--- config.mk ---
export PLATFORM = sky130hd
export DESIGN_NAME = modbus_rtu_request_framer_flat
export DESIGN_NICKNAME = d
export VERILOG_FILES = /design/src/design/mbf_pkg.sv /design/src/design/mbf_if.sv /design/src/design/mbf_sequencer.sv /design/src/design/mbf_datapath.sv /design/src/design/modbus_rtu_request_framer.sv /design/src/flat_wrapper.sv
export SDC_FILE = /design/constraint.sdc
export NUM_CORES = 1
export LEC_CHECK = 0
export ABC_AREA = 0
export BUFFER_PORTS_ARGS = -buffer_cell sky130_fd_sc_hd__buf_2
export CAP_MARGIN = 20
export CORE_MARGIN = 2
export CORE_UTILIZATION = 46
export DETAILED_ROUTE_END_ITERATION = 8
export HOLD_SLACK_MARGIN = 0.1
export PLACE_DENSITY = 0.76
export RECOVER_POWER = 25
export SETUP_SLACK_MARGIN = 0.4
export SKIP_CTS_REPAIR_TIMING = 1
export SLEW_MARGIN = 0
export SYNTH_ARGS = -nofsm -noshare
export SYNTH_HDL_FRONTEND = slang
export SYNTH_SLANG_ARGS = --single-unit
--- constraint.sdc ---
create_clock -name clk_i -period 6.3 [get_ports clk_i]
set_clock_uncertainty 0.1 [all_clocks]
set_input_delay 0.63 -clock clk_i [delete_from_list [all_inputs] [get_ports clk_i]]
set_output_delay 0.63 -clock clk_i [all_outputs]
set_load 0.05 [all_outputs]
--- src/design/mbf_pkg.sv ---
// Package for the Modbus RTU request framer: microcode word layout, the
// program ROM contents and the CRC-16 byte update. Depends on nothing.
package mbf_pkg;

  localparam int unsigned PcW     = 4;
  localparam int unsigned ProgLen = 13;

  localparam logic [15:0] CrcPreset = 16'hFFFF;
  localparam logic [15:0] CrcPoly   = 16'hA001;

  localparam logic [7:0] QtyHi     = 8'h00;
  localparam logic [7:0] QtyLo     = 8'h01;
  localparam logic [7:0] ByteCount = 8'h02;

  // Where the byte emitted by a microcode step comes from.
  typedef enum logic [3:0] {
    SRC_SLAVE,
    SRC_FUNC,
    SRC_ADDR_HI,
    SRC_ADDR_LO,
    SRC_CV_HI,
    SRC_CV_LO,
    SRC_QTY_HI,
    SRC_QTY_LO,
    SRC_BYTE_CNT,
    SRC_CRC_LO,
    SRC_CRC_HI
  } byte_src_e;

  typedef enum logic [1:0] {
    JMP_NONE,
    JMP_WRITE,
    JMP_ALWAYS
  } jump_e;

  typedef struct packed {
    byte_src_e      src;
    logic           last;
    jump_e          jump;
    logic [PcW-1:0] target;
  } uword_t;

  typedef struct packed {
    logic           busy;
    logic [PcW-1:0] pc;
  } seq_status_t;

  // Program: the common header, then either the read tail or the write tail,
  // both ending in the two CRC steps.
  function automatic uword_t ucode(logic [PcW-1:0] pc);
    uword_t w;
    w = '{src: SRC_CRC_HI, last: 1'b1, jump: JMP_NONE, target: '0};
    unique case (pc)
      4'd0:  w = '{src: SRC_SLAVE,    last: 1'b0, jump: JMP_NONE,   target: 4'd0};
      4'd1:  w = '{src: SRC_FUNC,     last: 1'b0, jump: JMP_NONE,   target: 4'd0};
      4'd2:  w = '{src: SRC_ADDR_HI,  last: 1'b0, jump: JMP_NONE,   target: 4'd0};
      4'd3:  w = '{src: SRC_ADDR_LO,  last: 1'b0, jump: JMP_WRITE,  target: 4'd6};
      4'd4:  w = '{src: SRC_CV_HI,    last: 1'b0, jump: JMP_NONE,   target: 4'd0};
      4'd5:  w = '{src: SRC_CV_LO,    last: 1'b0, jump: JMP_ALWAYS, target: 4'd11};
      4'd6:  w = '{src: SRC_QTY_HI,   last: 1'b0, jump: JMP_NONE,   target: 4'd0};
      4'd7:  w = '{src: SRC_QTY_LO,   last: 1'b0, jump: JMP_NONE,   target: 4'd0};
      4'd8:  w = '{src: SRC_BYTE_CNT, last: 1'b0, jump: JMP_NONE,   target: 4'd0};
      4'd9:  w = '{src: SRC_CV_HI,    last: 1'b0, jump: JMP_NONE,   target: 4'd0};
      4'd10: w = '{src: SRC_CV_LO,    last: 1'b0, jump: JMP_NONE,   target: 4'd0};
      4'd11: w = '{src: SRC_CRC_LO,   last: 1'b0, jump: JMP_NONE,   target: 4'd0};
      4'd12: w = '{src: SRC_CRC_HI,   last: 1'b1, jump: JMP_NONE,   target: 4'd0};
      default: w = '{src: SRC_CRC_HI, last: 1'b1, jump: JMP_NONE,   target: 4'd0};
    endcase
    return w;
  endfunction

  // Bitwise reflected CRC-16 update over one byte.
  function automatic logic [15:0] crc16_byte(logic [15:0] crc, logic [7:0] b);
    logic [15:0] c;
    c = crc ^ {8'h00, b};
    for (int k = 0; k < 8; k++) begin
      c = c[0] ? ((c >> 1) ^ CrcPoly) : (c >> 1);
    end
    return c;
  endfunction

endpackage

--- src/design/mbf_if.sv ---
// Handshake interfaces for the request and frame byte channels.
// Depends on nothing.
interface mbf_req_if;
  logic        valid;
  logic        ready;
  logic        mode;
  logic [7:0]  slave_addr;
  logic [7:0]  function_code;
  logic [15:0] reg_addr;
  logic [15:0] count_or_value;

  modport source (output valid, mode, slave_addr, function_code, reg_addr, count_or_value,
                  input ready);
  modport sink (input valid, mode, slave_addr, function_code, reg_addr, count_or_value,
                output ready);
endinterface

interface mbf_byte_if;
  logic       valid;
  logic       ready;
  logic [7:0] frame_byte;
  logic       last_byte;

  modport source (output valid, frame_byte, last_byte, input ready);
  modport sink (input valid, frame_byte, last_byte, output ready);
endinterface

--- src/design/mbf_sequencer.sv ---
// Microcode sequencer: step counter, program ROM lookup and conditional jumps.
// Depends on mbf_pkg.
module mbf_sequencer (
  input  logic                clk_i,
  input  logic                rst_ni,
  input  logic                start_i,
  input  logic                mode_i,
  input  logic                advance_i,
  output mbf_pkg::uword_t     uword_o,
  output mbf_pkg::seq_status_t status_o
);

  logic [mbf_pkg::PcW-1:0] pc_q, pc_d;
  logic                    busy_q, busy_d;
  logic                    mode_q, mode_d;
  mbf_pkg::uword_t         uw;
  logic                    take_jump;

  assign uw = mbf_pkg::ucode(pc_q);

  always_comb begin
    unique case (uw.jump)
      mbf_pkg::JMP_WRITE:  take_jump = mode_q;
      mbf_pkg::JMP_ALWAYS: take_jump = 1'b1;
      default:             take_jump = 1'b0;
    endcase
  end

  // A new request may start in the same cycle as the last step of the
  // previous one; the start then wins.
  always_comb begin
    pc_d   = pc_q;
    busy_d = busy_q;
    mode_d = mode_q;
    priority if (start_i) begin
      pc_d   = '0;
      busy_d = 1'b1;
      mode_d = mode_i;
    end else if (advance_i) begin
      if (uw.last) begin
        busy_d = 1'b0;
      end else begin
        pc_d = take_jump ? uw.target : pc_q + 1'b1;
      end
    end else begin
      pc_d   = pc_q;
      busy_d = busy_q;
      mode_d = mode_q;
    end
  end

  always_ff @(posedge clk_i or negedge rst_ni) begin
    if (!rst_ni) begin
      pc_q   <= '0;
      busy_q <= 1'b0;
      mode_q <= 1'b0;
    end else begin
      pc_q   <= pc_d;
      busy_q <= busy_d;
      mode_q <= mode_d;
    end
  end

  assign uword_o  = uw;
  assign status_o = '{busy: busy_q, pc: pc_q};

endmodule

--- src/design/mbf_datapath.sv ---
// Datapath: request field registers, CRC accumulator, byte select and the
// output register. Depends on mbf_pkg.
module mbf_datapath (
  input  logic            clk_i,
  input  logic            rst_ni,
  input  logic            start_i,
  input  logic [7:0]      slave_addr_i,
  input  logic [7:0]      function_code_i,
  input  logic [15:0]     reg_addr_i,
  input  logic [15:0]     count_or_value_i,
  input  logic            advance_i,
  input  mbf_pkg::uword_t uword_i,
  input  logic            out_ready_i,
  output logic            out_valid_o,
  output logic [7:0]      frame_byte_o,
  output logic            last_byte_o
);

  logic [7:0]  slave_q, func_q;
  logic [15:0] addr_q, cv_q;
  logic [15:0] crc_q, crc_d;
  logic        valid_q, valid_d;
  logic [7:0]  byte_q;
  logic        last_q;
  logic [7:0]  sel_byte;
  logic        is_crc;

  always_comb begin
    is_crc = 1'b0;
    unique case (uword_i.src)
      mbf_pkg::SRC_SLAVE:    sel_byte = slave_q;
      mbf_pkg::SRC_FUNC:     sel_byte = func_q;
      mbf_pkg::SRC_ADDR_HI:  sel_byte = addr_q[15:8];
      mbf_pkg::SRC_ADDR_LO:  sel_byte = addr_q[7:0];
      mbf_pkg::SRC_CV_HI:    sel_byte = cv_q[15:8];
      mbf_pkg::SRC_CV_LO:    sel_byte = cv_q[7:0];
      mbf_pkg::SRC_QTY_HI:   sel_byte = mbf_pkg::QtyHi;
      mbf_pkg::SRC_QTY_LO:   sel_byte = mbf_pkg::QtyLo;
      mbf_pkg::SRC_BYTE_CNT: sel_byte = mbf_pkg::ByteCount;
      mbf_pkg::SRC_CRC_LO: begin
        sel_byte = crc_q[7:0];
        is_crc   = 1'b1;
      end
      default: begin
        sel_byte = crc_q[15:8];
        is_crc   = 1'b1;
      end
    endcase
  end

  // Every body byte folds into the CRC as it is emitted.
  always_comb begin
    crc_d = crc_q;
    priority if (start_i) begin
      crc_d = mbf_pkg::CrcPreset;
    end else if (advance_i && !is_crc) begin
      crc_d = mbf_pkg::crc16_byte(crc_q, sel_byte);
    end else begin
      crc_d = crc_q;
    end
  end

  always_comb begin
    valid_d = valid_q;
    priority if (advance_i) begin
      valid_d = 1'b1;
    end else if (out_ready_i) begin
      valid_d = 1'b0;
    end else begin
      valid_d = valid_q;
    end
  end

  always_ff @(posedge clk_i or negedge rst_ni) begin
    if (!rst_ni) begin
      crc_q   <= mbf_pkg::CrcPreset;
      valid_q <= 1'b0;
    end else begin
      crc_q   <= crc_d;
      valid_q <= valid_d;
    end
  end

  always_ff @(posedge clk_i) begin
    if (start_i) begin
      slave_q <= slave_addr_i;
      func_q  <= function_code_i;
      addr_q  <= reg_addr_i;
      cv_q    <= count_or_value_i;
    end
    if (advance_i) begin
      byte_q <= sel_byte;
      last_q <= uword_i.last;
    end
  end

  assign out_valid_o  = valid_q;
  assign frame_byte_o = byte_q;
  assign last_byte_o  = last_q;

endmodule

--- src/design/modbus_rtu_request_framer.sv ---
// Modbus RTU request framer: one request in, 8 (read) or 11 (write) frame bytes out.
// The request transfer loads the step counter and the field registers, and each
// step loads the output byte register. Throughput: one byte per cycle while the
// output is not stalled; a request is taken alongside the last byte of a frame.
// Reset clears the step counter, busy flag, output valid and presets the CRC.
// Depends on mbf_pkg, mbf_if, mbf_sequencer and mbf_datapath.
module modbus_rtu_request_framer (
  input  logic              clk_i,
  input  logic              rst_ni,
  mbf_req_if.sink           req_i,
  mbf_byte_if.source        frame_o
);

  mbf_pkg::uword_t      uword;
  mbf_pkg::seq_status_t status;
  logic                 out_valid;
  logic                 advance;
  logic                 start;

  assign advance     = status.busy && (!out_valid || frame_o.ready);
  assign req_i.ready = !status.busy || (advance && uword.last);
  assign start       = req_i.valid && req_i.ready;

  mbf_sequencer u_seq (
    .clk_i     (clk_i),
    .rst_ni    (rst_ni),
    .start_i   (start),
    .mode_i    (req_i.mode),
    .advance_i (advance),
    .uword_o   (uword),
    .status_o  (status)
  );

  mbf_datapath u_dp (
    .clk_i            (clk_i),
    .rst_ni           (rst_ni),
    .start_i          (start),
    .slave_addr_i     (req_i.slave_addr),
    .function_code_i  (req_i.function_code),
    .reg_addr_i       (req_i.reg_addr),
    .count_or_value_i (req_i.count_or_value),
    .advance_i        (advance),
    .uword_i          (uword),
    .out_ready_i      (frame_o.ready),
    .out_valid_o      (out_valid),
    .frame_byte_o     (frame_o.frame_byte),
    .last_byte_o      (frame_o.last_byte)
  );

  assign frame_o.valid = out_valid;

  // A request transfer always starts the program at its first step.
  a_start_pc: assert property (@(posedge clk_i) disable iff (!rst_ni)
    start |=> status.busy && status.pc == '0)
    else $error("request transfer did not restart the sequencer");

  // The step counter never leaves the program.
  a_pc_range: assert property (@(posedge clk_i) disable iff (!rst_ni)
    status.busy |-> status.pc < mbf_pkg::PcW'(mbf_pkg::ProgLen))
    else $error("step counter outside the program");

  // A request is taken during a frame only together with its final byte.
  a_overlap: assert property (@(posedge clk_i) disable iff (!rst_ni)
    start && status.busy |-> advance && uword.last)
    else $error("request taken in the middle of a frame");

  // The final byte always comes from the high CRC step.
  a_last_src: assert property (@(posedge clk_i) disable iff (!rst_ni)
    advance && uword.last |-> uword.src == mbf_pkg::SRC_CRC_HI)
    else $error("frame closed on a non-CRC byte");

endmodule
--- src/flat_wrapper.sv ---
// flat-port wrapper written by rule: the top's interface ports become plain ports
module modbus_rtu_request_framer_flat 
  (clk_i, rst_ni, req_i_valid, req_i_mode, req_i_slave_addr, req_i_function_code, req_i_reg_addr, req_i_count_or_value, req_i_ready, frame_o_valid, frame_o_frame_byte, frame_o_last_byte, frame_o_ready);
  mbf_req_if req_i_i ();
  mbf_byte_if frame_o_i ();
  input  logic clk_i;
  input  logic rst_ni;
  input wire logic [$bits(req_i_i.valid)-1:0] req_i_valid;
  input wire logic [$bits(req_i_i.mode)-1:0] req_i_mode;
  input wire logic [$bits(req_i_i.slave_addr)-1:0] req_i_slave_addr;
  input wire logic [$bits(req_i_i.function_code)-1:0] req_i_function_code;
  input wire logic [$bits(req_i_i.reg_addr)-1:0] req_i_reg_addr;
  input wire logic [$bits(req_i_i.count_or_value)-1:0] req_i_count_or_value;
  output wire logic [$bits(req_i_i.ready)-1:0] req_i_ready;
  output wire logic [$bits(frame_o_i.valid)-1:0] frame_o_valid;
  output wire logic [$bits(frame_o_i.frame_byte)-1:0] frame_o_frame_byte;
  output wire logic [$bits(frame_o_i.last_byte)-1:0] frame_o_last_byte;
  input wire logic [$bits(frame_o_i.ready)-1:0] frame_o_ready;
  assign req_i_i.valid = req_i_valid;
  assign req_i_i.mode = req_i_mode;
  assign req_i_i.slave_addr = req_i_slave_addr;
  assign req_i_i.function_code = req_i_function_code;
  assign req_i_i.reg_addr = req_i_reg_addr;
  assign req_i_i.count_or_value = req_i_count_or_value;
  assign req_i_ready = req_i_i.ready;
  assign frame_o_valid = frame_o_i.valid;
  assign frame_o_frame_byte = frame_o_i.frame_byte;
  assign frame_o_last_byte = frame_o_i.last_byte;
  assign frame_o_i.ready = frame_o_ready;
  modbus_rtu_request_framer u_core (.clk_i(clk_i), .rst_ni(rst_ni), .req_i(req_i_i), .frame_o(frame_o_i));
endmodule
After elaboration in Yosys (flattened, before gate mapping)
Memories as Yosys holds them, arrays and structs flattened.
Cells that the tools add are included.

storage, ports and cells
  bits in registers = 80
  bits in latches = 0
  bits in writable memories = 0
  bits in read-only memories = 176
  output and inout bits = 11
  logic and storage cells = 71
  memories kept = 1

memory list
  name              words  bits a word  read ports  clocked after Yosys merged registers in  wr ports  RTL line       text
  (name not given)  16     11           1           0                                        0         mbf_pkg.sv:53  unique case (pc)

operators by class
  add/subtract/negate cells = 1
  multiply operators = 0
  div/mod/pow operators = 0
  $lt $le $gt $ge = 0
  equality and inequality tests = 12
  shift-type cells = 0
  muxes and demuxes = 21
  bitwise gates (word level) = 9
  reductions and logical operators = 16

operators with widths
  cell                                                 number
  two-way mux 16 bit                                   10
  case mux 8 bit (10 select lines)                     1
  inverter 2 -> 3 bit                                  8
  equality test 4 x 3 -> 1 bit, second input constant  4
  two-way mux 4 bit                                    4
  bitwise XOR 16 x 8 -> 16 bit                         1
  OR reduction 9 bit                                   1
  equality test 4 x 2 -> 1 bit, second input constant  2
  equality test 4 bit, second input constant           2
  nonzero test 2 bit                                   4
  two-way mux 1 bit                                    5
  adder 4 x 1 -> 4 bit, second input constant          1
  equality test 4 x 1 -> 1 bit, second input constant  1
  logical AND 1 bit                                    4
  zero test 4 bit                                      1
  AND reduction 2 bit                                  2
  equality test 2 x 1 -> 1 bit, second input constant  1
  equality test 2 bit, second input constant           1
  zero test 1 bit                                      2
  logical OR 1 bit                                     2
  != test 2 x 1 -> 1 bit, second input constant        1
  case mux 1 bit (2 select lines)                      1

Depth between registers and ports, before layout
Gate-level depths: netlist of run 1.
An unclocked memory read counts as a cell.

  word-level depth = 22
  mapped depth = 13

Modules after synthesis
Synthesis of run 1 repeated with hierarchy kept, for this count alone.

second synthesis, totals
  cells, all modules = 312
  area total of the unflattened synthesis = 4,012.6 µm²

by module, submodules not included
  module                     times used  cells each  area an instance (µm²)
  mbf_datapath               1           249         3,453.3
  mbf_sequencer              1           56          504.2
  modbus_rtu_request_framer  1           7           55.1

Worst setup path after synthesis of run 1
OpenSTA, ideal clock, no wires.

  path kind = register to register
  from = reg u_core.u_seq.pc_q[1] (netlist bit)
  to = reg u_core.u_dp.crc_q[0]
  setup time = 0.080 ns
  data arrival time = 3.298 ns
  slack = 2.822 ns
  cell stages (with the launch flop) = 14
  clock period less this slack = 3.478 ns
  cell sequence = dfrtp_1 -> buf_2 -> inv_1 -> ha_1 -> nor4bb_1 -> or2_1 -> buf_2 -> a221o_1 -> o32a_2 -> xnor2_2 -> xnor2_2 -> xor2_2 -> xnor3_1 -> o22a_1

RTL lines
  what                                               RTL line             text
  start: declaration                                 mbf_sequencer.sv:13  logic [mbf_pkg::PcW-1:0] pc_q, pc_d;
  start signal: assignment                           mbf_sequencer.sv:58  pc_q <= pc_d;
  memory (16 x 11 bit) (*)                           n/a
  equality test 4 bit, or another cell as far along  mbf_datapath.sv:30   unique case (uword_i.src)
  case mux 8 bit (10 select lines) (*)               mbf_datapath.sv:30
  named net u_core.u_dp.sel_byte[0]                  mbf_datapath.sv:25   logic [7:0] sel_byte;
  bitwise XOR 16 x 8 -> 16 bit (*)                   mbf_pkg.sv:75        c = crc ^ {8'h00, b};
  two-way mux 16 bit (*) (8 in a row)                mbf_pkg.sv:77        c = c[0] ? ((c >> 1) ^ CrcPoly) : (c >> 1);
  two-way mux 16 bit (*)                             mbf_datapath.sv:56   end else if (advance_i && !is_crc) begin
  two-way mux 16 bit (*)                             mbf_datapath.sv:54   priority if (start_i) begin
  end signal: assignment                             mbf_datapath.sv:76   crc_q <= mbf_pkg::CrcPreset;
  end signal: assignment                             mbf_datapath.sv:79   crc_q <= crc_d;
  end: declaration                                   mbf_datapath.sv:21   logic [15:0] crc_q, crc_d;

The timed path passes the listed nets; every way through them passes the cells marked *. The select of a mux whose other input is x is not followed.
A chain may end at the register's enable or synchronous reset.

Final worst setup path of run 1
Same ends and word-level chain as after synthesis.

==> results of run 1 <==
## layout by cell type, fill, tap and decap left out, types with 2 or more instances in the layout
| cell | count |
|---|---|
| dfrtp_1 | 7 |
| inv_1 | 9 |
| xnor3_1 | 2 |
| a31oi_1 | 3 |
| dfstp_2 | 16 |
| edfxtp_1 | 57 |
| o22a_1 | 12 |
| o21ai_0 | 6 |
| a21oi_1 | 24 |
| nor4bb_1 | 2 |
| buf_2 | 63 |
| inv_6 | 2 |
| ha_1 | 5 |
| nand2b_1 | 4 |
| xor2_1 | 2 |
| mux2i_1 | 3 |
| nand3_1 | 5 |
| clkinv_4 | 3 |
| a22oi_1 | 4 |
| nor3_1 | 6 |
| clkbuf_8 | 9 |
| a221o_1 | 2 |
| nand2_1 | 24 |
| xnor2_1 | 9 |
| xor2_2 | 2 |
| and2_1 | 2 |
| mux4_2 | 4 |
| nor2b_1 | 4 |
| xnor2_2 | 4 |
| nor2_1 | 23 |
## cells by family after synthesis
| kind of cell | synth area share (%) |
|---|---|
| fa+ha+maj | 1.673 |
| compound gates | 12.81 |
| xor+xnor | 6.390 |
| flops | 61.69 |
| simple gates | 11.11 |
| buf+inv | 2.509 |
| mux | 3.814 |
## how the worst min path moves through the flow
| stage | from | to | cells after the start |
|---|---|---|---|
| global route | rst_ni | u_core.u_seq.pc_q[0]$_DFFE_PN0P_ | 1 |
| floorplan | rst_ni | u_core.u_dp.out_valid_o$_DFFE_PN0P_ | 0 |
| finish | rst_ni | u_core.u_seq.pc_q[0]$_DFFE_PN0P_ | 1 |
| global placement | u_core.u_seq.busy_q$_DFFE_PN0P_ | u_core.u_dp.out_valid_o$_DFFE_PN0P_ | 1 |
| CTS | rst_ni | u_core.u_seq.pc_q[0]$_DFFE_PN0P_ | 1 |
| detailed placement | u_core.u_seq.mode_q$_DFFE_PN0P_ | u_core.u_seq.mode_q$_DFFE_PN0P_ | 2 |
## metal layers
layer  vias to the layer above  GRT usage, %  routed length, µm
li1                       1170             -                  -
met2                        87         27.02               3376
met5                         -             0                  0
met3                        14         3.933                444
met4                         0         6.763                111
met1                      1166         24.56               3270
## sequential cells by signal (all words and copies together) (netlist names)
name                      count
u_core.u_dp.slave_q           8
u_core.u_seq.busy_q           1
u_core.u_dp.crc_q            16
u_core.u_dp.out_valid_o       1
u_core.u_seq.pc_q             4
u_core.u_dp.frame_byte_o      8
u_core.u_seq.mode_q           1
u_core.u_dp.addr_q           16
u_core.u_dp.last_byte_o       1
u_core.u_dp.func_q            8
u_core.u_dp.cv_q             16
## power groups by stage
stage	Sequential (µW)	Clock, µW	Combinational, µW
after floorplan	935	0	1320
after CTS	899	388	1600
after detailed placement	908	0	1600
after global placement	904	0	1550
after global routing	922	411	1720
final	900	382	1600
## cell type report
type | count | area (µm²)
inverters | 10 | 37.54
multi-input cells | 179 | 1339
flip-flops and latches | 80 | 2307
fillers | 630 | 3478
clock inverters | 7 | 78.83
well taps | 102 | 127.6
clock buffers | 9 | 123.9
repair buffers | 63 | 315.3
## stage by stage
step	util, %	area (µm²)	setup WS, ns	total power [µW]	hold slack (ns)
finish	55.45	4329	2.159	2881	0.1472
global route	55.45	4329	1.874	3055	0.1692
CTS	55.45	4329	2.165	2889	0.1571
detailed placement	52.85	4126	2.186	2505	0.3709
global placement	52.85	4126	2.348	2454	0.3647
floorplan	-	3740	2.823	2253	0.2344
==> summary by stage, run 1 <==
Synthesis
The leading area contributor after synthesis is edfxtp_1. The area fraction of the dominant cell type after synthesis is between 40% and 50%. When the netlist entered floorplanning its net count stood at 339. Counting flops and latches in the post-synthesis netlist gives 80. Ranked by instance count, the synthesized netlist is headed by edfxtp_1 (57), a21oi_1 (24), nand2_1 (24).

In this run the cell area of the synthesized design comes to approximately 3700 µm². Dividing the synthesized area by the synthesized cell count gives 13.31 µm². The Yosys step of the flow raised 0 warnings. The synthesized design contains 57 enable-type register cells. Synthesis produced 281 cells.

The most common cell in the synthesized netlist is edfxtp_1. After synthesis, the share of flip-flops with an asynchronous set or reset is 28.75%. By area the synthesized netlist is led by edfxtp_1 (46%), dfstp_2 (11%), dfrtp_1 (4.7%), a21oi_1 (3.2%), o22a_1 (2.8%). Sequential elements use 61.69% of the synthesized area. The number of distinct library cells after synthesis is 56. The predominant post-synthesis flop cell is edfxtp_1.

Route
The total via count after detailed routing is between 2k and 2.5k. In the routed layout, each cell is associated on average with a via count of 5.416. After detailed routing, the average wire length per cell comes to 16.01 µm. The number of design rule violations left after detail routing is 0. The overall routed net length is 7203 µm.

The DRC violation total after the first TritonRoute iteration is 125. The number of iterations in the first detailed-routing pass is 4. The number of antenna-violating nets in the routed design is 0.

Clock tree
TritonCTS built the clock tree. Clock-pin slew was measured on the worst setup and hold paths at 0.08 ns. The H-tree generated during clock tree synthesis spans 3 levels.

The number of clock buffers added by TritonCTS is 9. The buffer cell driving the clock tree root is clkbuf_8. The clock net in this run drives a total of 80 sinks.

The insertion delay of the later-clocked pin in the worst-skew pair is approximately 0.35 ns. The deepest clock path buffer count is 2.

Critical path
STA classifies the critical path endpoint as a flip-flop. The capture point of the worst path is u_core.u_dp.crc_q[0]$_DFFE_PN1P_. The setup path with the least slack is of type reg -> reg. In this design, the stage delay of the slowest critical-path cell is 0.84 ns. The critical path crosses 11 cells after its start point. In this design, the critical path's most frequently occurring cell is xnor2_2. The signal on the critical path passes through inv_1, ha_1, nor4bb_1, or2_1, a221o_1, o32a_2, xnor2_2, xnor2_2, xor2_2, xnor3_1, o22a_1. Measured in cells, the most critical reg-to-reg path has a length of 11. The worst register-to-register path ends at u_core.u_dp.crc_q[0]$_DFFE_PN1P_. The cell with the largest stage delay on the worst path is dfrtp_1. The peak fanout along the critical path is 22.

The worst setup path is launched from a flip-flop. The slack of the worst reg-to-reg path is approximately 2.2 ns. The most critical setup path has its startpoint at u_core.u_seq.pc_q[1]$_DFFE_PN0P_. The number of buffers and inverters on the critical path is 1.

Grouping stages by cell kind, the critical path spends the most delay in XOR/XNOR gates. The data arrival time at the worst-slack endpoint is 4.32 ns. The startpoint identified for the worst register-to-register timing path is u_core.u_seq.pc_q[1]$_DFFE_PN0P_. The required time at the worst-slack endpoint is 6.48 ns.

Floorplanning
64 I/O pins were placed. The floorplan die width is between 90 and 100 µm. The initial utilization of the core area, before any placement, comes to between 40 and 50%. In this run the vertical extent of the chip is 94.17 µm. After floorplanning, the core was divided into 32 placement rows. The floorplan die area is 8867 µm². The core box area is 7807 µm².

Status
The run finished with clean final reports.

Timing
The achievable clock frequency is 241.5 MHz. The count of endpoints failing hold in the final timing report is 0. Setup repair after global routing left no endpoint under its margin. The count of endpoints failing setup in the final report is 0.

In the finished design, the share of the clock period the worst path needs comes to between 60% and 70%. The number of slew-limit violations in the final report is 0. The worst slew margin relative to its limit is 32.53%. The post-route setup TNS is 0 ns. The transition time of the tightest slew-check pin is 1.011 ns.

The minimum clock period after layout is 4.141 ns.

Global routing
The largest net degree at the start of global routing is 53. The leftover overflow at the end of global routing is 0. The first global-routing pass estimated 11930 µm of wire. The number of global-route vias before repair was 2380. Global routing used 17.62% of the available tracks. The number of antenna violations at the first check in global routing is 0.

Worst hold path
The path class of the tightest hold or removal check is in -> async.

Place
The number of input and output port buffers inserted is 63. Including well taps, the total number of placed cells is 434. The sum of net half-perimeters after detailed placement is 5074 µm. The placer congestion estimate is roughly 0.81.

Power
The switching portion of total power is 38.43%. Of the total power, the clock network draws 13.3%. The combinational group share of total power is 55.5%. The switching power is 1107 µW.

The power density relative to cell area is 665.6 nW/µm². VDD sags by at most 477.9 µV. Registers are responsible for 31.2% of the overall power. The internal power is 1774 µW. Summed over all cells, the static leakage comes to ~0.0017 µW.

Flow run
The total of max-cap violations is 0.

Finish
The number of diodes is 0. The area growth from synthesis to layout is 15.76%. In the final layout, the share of cells above drive strength 1 is between 30% and 40%.

The final non-filler cell total is 450. The net total in the final layout is 401.
(Power assumes the default switching activity.)
==> run 2, diff against run 1 <==
clock period = 4.2 ns   (was 6.3 ns; I/O delays follow)
==> run 2 against run 1 <==
Effect of this change:
- highest routed layer unchanged
- routed wire length rose by 1.7%
- non-clock buffer count up 7
- worst setup slack got worse by 1.5 ns
- sequential share of layout area shrank 0.68 points
- critical endpoint is now u_core.u_dp.crc_q[15]$_DFFE_PN1P_
- largest power group unchanged
==> summary by stage, run 2 (same netlist as run 1, synthesis figures left out) <==
Critical path
The worst register-to-register path ends at u_core.u_dp.crc_q[15]$_DFFE_PN1P_. Traced cell by cell, the critical path runs through inv_1, ha_1, or3b_2, a21oi_4, a222oi_1, a31o_1, a21oi_1, xnor2_2, xor2_2, xnor3_1, a21oi_1. The sort of element at the start of the critical path is a flip-flop.

The peak fanout along the critical path is 8. In this design, the largest share of critical-path delay is due to compound AO/OA/AOI/OAI gates. At the worst endpoint, the arrival time is 3.71 ns.

In this design, the stage delay of the slowest critical-path cell is 0.53 ns. Together, buffers and inverters on the worst path number 1. The slack of the worst reg-to-reg path is 0.67 ns. The number of cells on the worst reg-to-reg path is 11. Among the stages of the critical path, the cell type that occurs most often is a21oi_1. The type of element capturing the critical path is a flip-flop.

The worst register-to-register path begins at u_core.u_seq.pc_q[1]$_DFFE_PN0P_. STA puts the critical path data required time at 4.39 ns. The cell with the largest stage delay on the worst path is or3b_2.

The launch point of the worst path is u_core.u_seq.pc_q[1]$_DFFE_PN0P_. The setup path with the least slack is of type reg -> reg.

Floorplanning
Row generation in the floorplan step produced 32 rows. Once the floorplan was initialized, standard cells occupied 47.90% of the core. The I/O pin count is 64. The floorplan die area is 8867 µm². The region available for standard cell placement spans 7807 µm². The vertical die dimension is ~94 µm. From left edge to right edge, the die measures 94.17 µm.

Route
After detailed routing, the average wire length per cell comes to ~16 µm. For this block, the via count after detailed routing is 2459. The detailed router finished its first iteration with between 200 and 300 violations. The number of design rule violations left after detail routing is 0. The first TritonRoute pass finished after 4 iterations.

The number of antenna-violating nets in the routed design is 0. The overall routed net length is 7328 µm. The detail-routed via count per cell is 5.381.

Power
The power share of the sequential group is 29.4%. Net switching is 38.66% of the power. The peak supply drop is roughly 500 µV. The combinational group share of total power is between 50% and 60%. For this design the static power due to leakage is between 0.0015 and 0.002 µW.

The internal power is about 2700 µW. In this run the power spent charging and discharging nets is between 1500 and 2000 µW. The power density relative to cell area is about 1000 nW/µm². The share of total power dissipated in the clock network is 13.2%.

Finish
The share of post-route cells with drive strength above 1 is between 30 and 40%. The largest registers in the layout are u_core.u_dp.addr_q (16), u_core.u_dp.crc_q (16), u_core.u_dp.cv_q (16). 0 antenna diodes ended up in the layout.

The net count of the finished layout is 408. The area growth from synthesis to layout is 17.26%. Leaving out fill and tap cells, the most frequent cells in the layout are buf_2 (63), edfxtp_1 (57), nand2_1 (24), a21oi_1 (24), nor2_1 (23). The most common cell after layout, fill and taps aside is buf_2.

Clock tree
For the worst-skew pair, the clock arrives at the later sink with an insertion delay of approximately 0.36 ns. The number of buffers created by CTS is 9. The CTS tree is done. No sink is reached through more buffers than the 2 on the longest clock path. The buffer cell driving the clock tree root is clkbuf_8.

After clock tree synthesis, the clock-pin slew on the worst setup and hold paths is ~0.080 ns. The clock drives 80 sinks. In this run the number of H-tree levels came out at 3.

Timing
Final hold analysis gives a worst-case slack of 0.1328 ns. Setup repair after global routing left no endpoint under its margin. The worst setup margin is 0.6734 ns. The count of endpoints failing hold in the final timing report is 0. Setup total negative slack on the finished layout was measured at 0 ns.

Timing would allow up to 283.6 MHz. Of the available clock period, the critical path in the final layout requires 83.97%. The number of slew-limit violations in the final report is 0. The smallest clock period supported by the final layout is computed as 3.527 ns.

For the pin with the worst max-slew slack, the measured transition is 0.7774 ns. The worst slew margin relative to its limit is 47.77%. Setup violations remaining at the end of the flow were counted as 0.

Global routing
The wire length of the first global-routing pass is 12190 µm. The number of global-route vias before repair is between 2k and 2.5k. The total overflow left after global routing is 0.

The global-route usage over all layers is ~18%. The number of antenna violations at the first check in global routing is 0. The largest net degree at the start of global routing is 49.

Worst hold path
The worst hold endpoint is u_core.u_dp.slave_q[5]$_DFFE_PP_. The hold path startpoint is req_i_slave_addr[5]. The hold path depth is 1. The path class of the tightest hold or removal check is in -> reg.

Flow run
The tool flagged a number of max-cap violations equal to 0.

Status
The run finished with clean final reports.

Place
Port buffering added 63 buffers. The placer congestion estimate is 0.8592. The setup slack after placement is just over 0.7 ns. The sum of net half-perimeters after detailed placement is 5257 µm.
run 2: cell type report:
cell class	count	area (µm²)
fillers	639	3422
flip-flops and latches	80	2307
multi-input cells	179	1339
repair buffers	70	370.4
well taps	102	127.6
clock buffers	9	123.9
clock inverters	7	80.08
inverters	10	37.54
run 2: power by group through the flow:
stage / Clock, µW / Sequential, µW / Combinational (µW)
after floorplan: 0 / 1400 / 1980
after global placement: 0 / 1300 / 2420
after detailed placement: 0 / 1300 / 2510
after CTS: 592 / 1290 / 2510
after global routing: 625 / 1310 / 2720
final: 577 / 1290 / 2510
run 2: stage by stage:
step	area [µm²]	power [µW]	utilization [%]	std cells
2_1_floorplan	3740	3379	-	281
3_3_place_gp	4172	3716	53.43	440
3_5_place_dp	4172	3805	53.43	440
4_1_cts	4375	4388	56.04	456
5_1_grt	4385	4660	56.17	457
6_report	4385	4376	56.17	457
run 2: how the worst max path moves through the flow:
stage                                        end  slack, ns  cells past startpoint
6_report       u_core.u_dp.crc_q[15]$_DFFE_PN1P_       0.67                     11
3_3_place_gp    u_core.u_dp.crc_q[0]$_DFFE_PN1P_       0.84                     11
5_1_grt        u_core.u_dp.crc_q[15]$_DFFE_PN1P_       0.47                     11
4_1_cts        u_core.u_dp.crc_q[15]$_DFFE_PN1P_       0.69                     11
2_1_floorplan   u_core.u_dp.crc_q[0]$_DFFE_PN1P_       0.72                     13
3_5_place_dp   u_core.u_dp.crc_q[15]$_DFFE_PN1P_       0.73                     11
run 2: metal layers:
metal	part of all wire (%)	routed length, µm	vias to the layer above	track usage (%)
li1	-	-	1191	-
met1	44	3243	1149	24.72
met2	47	3434	107	28.45
met3	7.3	537	12	5.457
met4	1.5	113	0	6.039
met5	0	0	-	0
==> run 3, diff against run 2 <==
clock period = 3.5 ns   (was 4.2 ns; I/O delays follow)
==> run 3 against run 2 <==
Effect of this change:
- final area increased by 16%
- first-iteration DRC count decreased by 51%
- combinational power increased by 46%
- sequential cell count unchanged
- routed wire length increased by 22%
- sequential share of layout area decreased by 7.4 points
- global-route usage decreased by 0.45 points
- critical path depth decreased by 1
- critical path type unchanged
- critical endpoint is now u_core.u_dp.crc_q[0]$_DFFE_PN1P_
- largest power group unchanged
- highest routed layer unchanged
==> summary by stage, run 3 (same netlist as run 1, synthesis figures left out) <==
Status
The run finished with clean final reports.

Critical path
At the worst endpoint, the arrival time is between 3 and 4 ns. The worst setup path is captured at a flip-flop. The peak fanout along the critical path is 7. The slack of the worst reg-to-reg path is 0.30 ns. The setup path with the least slack is of type reg -> reg.

At the worst endpoint, the required time is 3.69 ns. The worst setup path is launched from a flip-flop.

Power
For this design the ratio of total power to cell area is 1172 nW/µm². The peak supply drop is between 500 and 600 µV. The post-layout total power is 5982 µW. Summed over all cells, the static leakage comes to slightly above 0.002 µW.

Global routing
In the global route stage, overall resource usage came out at 17.85%. After global routing the overflow that remains totals 0. The met2 routing resource usage after global routing is 27.92%. The number of antenna violations at the first check in global routing came to 0. After global routing, the most crowded layer is met2. Entering global routing, the biggest net connects 24 pins. The number of global-route vias before repair is 2463. Global routing used between 4 and 5% of the available met3 tracks. The wire length of the first global-routing pass is 11940 µm. Global routing consumed, on the met1 layer, 23.81% of the routing resources.

Route
The overall routed net length is between 8000 and 9000 µm. For this block, the via count after detailed routing is approximately 2.7k. In the routed design, unresolved DRC markers number 0. After the first detailed-routing iteration, the DRC count stood at 133.

The first TritonRoute pass finished after 4 iterations. The detail-routed via count per cell is 5.265. In this run the remaining antenna-violating nets after routing total 0. After detailed routing, the average wire length per cell comes to 17.23 µm.

Timing
Setup violations remaining at the end of the flow were counted as 0. The count of endpoints failing hold in the final timing report is 0. The minimum clock period after layout is 3.198 ns.

The achievable clock frequency is 312.7 MHz. The worst setup margin is 0.3024 ns. The part of the cycle the worst path needs is 91.36%. The number of slew-limit violations in the final report is 0. The worst pin sits at a relative slew slack of a little under half. The worst hold margin is between 0.08 and 0.09 ns. Setup repair after global routing could not meet its margin everywhere. The transition time of the tightest slew-check pin is 0.7851 ns.

The post-route setup TNS is 0 ns.

Finish
The most common cell after layout, fill and taps aside is buf_2. The largest registers in the layout are u_core.u_dp.addr_q (16), u_core.u_dp.crc_q (16), u_core.u_dp.cv_q (16). The number of diodes is 0. The number of filler cells placed in the layout is 555. Registers take 2307 µm².

The net total in the final layout is 472. Relative to the synthesized area, the layout overhead comes to 36.53%. Leaving out fill and tap cells, the most frequent cells in the layout are buf_2 (61), edfxtp_1 (57), dlygate4sd3_1 (50). The share of post-route cells with drive strength above 1 is 33.89%. The multi-input logic area is 1421 µm². The final non-filler cell total is roughly 520.

Place
In this run, placement finished with an instance count of 444. The sum of net half-perimeters after detailed placement is 5405 µm. At the end of routability-driven placement, the weighted congestion stood at 0.8663. Prior to clock tree synthesis, the placed netlist has a worst setup slack of 0.2896 ns. The number of input and output port buffers inserted is 63.

Floorplanning
The vertical die dimension is 94.17 µm. For this design the top-level I/O count stands at 64. The core region is just under 8000 µm². The floorplan step set the die width to 94.17 µm. The die covers 8867 µm². For this configuration, the core starts out at a cell density of 47.90%. The standard-cell row count is 32.

Clock tree
The later pin in the worst-skew pair is clocked with a latency of 0.36 ns. The deepest clock path buffer count is 2. The CTS tree is done. In this run the clock root is driven by a clkbuf_8. The number of buffers created by CTS is 9. The number of clock sinks seen by CTS is 80. In this run the number of H-tree levels came out at 3.

The clock-pin transition on the worst setup and hold timing paths is 0.09 ns.

Worst hold path
The worst min-delay path category is in -> reg.

Flow run
Max-cap violations in this run came to 0.
[run 3: path summary, 6_finish.rpt]
kind                                                        from                          endpoint  cells past startpoint
worst min register to register   u_core.u_seq.mode_q$_DFFE_PN0P_   u_core.u_seq.mode_q$_DFFE_PN0P_                      2
worst max-delay path            u_core.u_seq.pc_q[0]$_DFFE_PN0P_  u_core.u_dp.crc_q[0]$_DFFE_PN1P_                     10
worst min-delay path                                  req_i_mode   u_core.u_seq.mode_q$_DFFE_PN0P_                      3
min in group asynchronous                                 rst_ni  u_core.u_seq.pc_q[0]$_DFFE_PN0P_                      2
max in group asynchronous                                 rst_ni  u_core.u_dp.crc_q[8]$_DFFE_PN1P_                      2
worst max register to register  u_core.u_seq.pc_q[0]$_DFFE_PN0P_  u_core.u_dp.crc_q[0]$_DFFE_PN1P_                     10
[run 3: cell type report]
class	count	area share, %
inverter	10	0.8086
clock buffer	9	2.426
multi-input combinational	179	27.84
sequential	80	45.18
timing repair buffer	134	19.26
clock inverter	7	1.985
tap	102	2.499
[run 3: per-stage QoR]
stage | area (µm²) | utilization (%)
2_1_floorplan | 3769 | -
3_3_place_gp | 4237 | 54.26
3_5_place_dp | 4237 | 54.26
4_1_cts | 4462 | 57.15
5_1_grt | 5106 | 65.40
6_report | 5106 | 65.40
[run 3: worst max-delay path: stages, from the launching register on]
cell and delay, ns:
dfrtp_1 0.42, ha_4 0.31, nor4bb_1 0.06, or2_4 0.30, a221o_1 0.35, o32a_4 0.35, xnor2_4 0.16, xnor2_2 0.24
xor2_2 0.27, xnor3_1 0.37, o22a_1 0.18
[run 3: where the power goes]
group          internal, µW  switching (µW)  total (µW)
Clock                   407             361         768
Sequential             1370             183        1550
Combinational          1910            1750        3660
Total                  3690            2300        5980
[run 3: layer usage]
metal / share of wire [%] / wire length [µm]
met5: 0 / 0
met4: 2.0 / 181
met3: 4.2 / 378
met2: 52 / 4647
met1: 42 / 3768
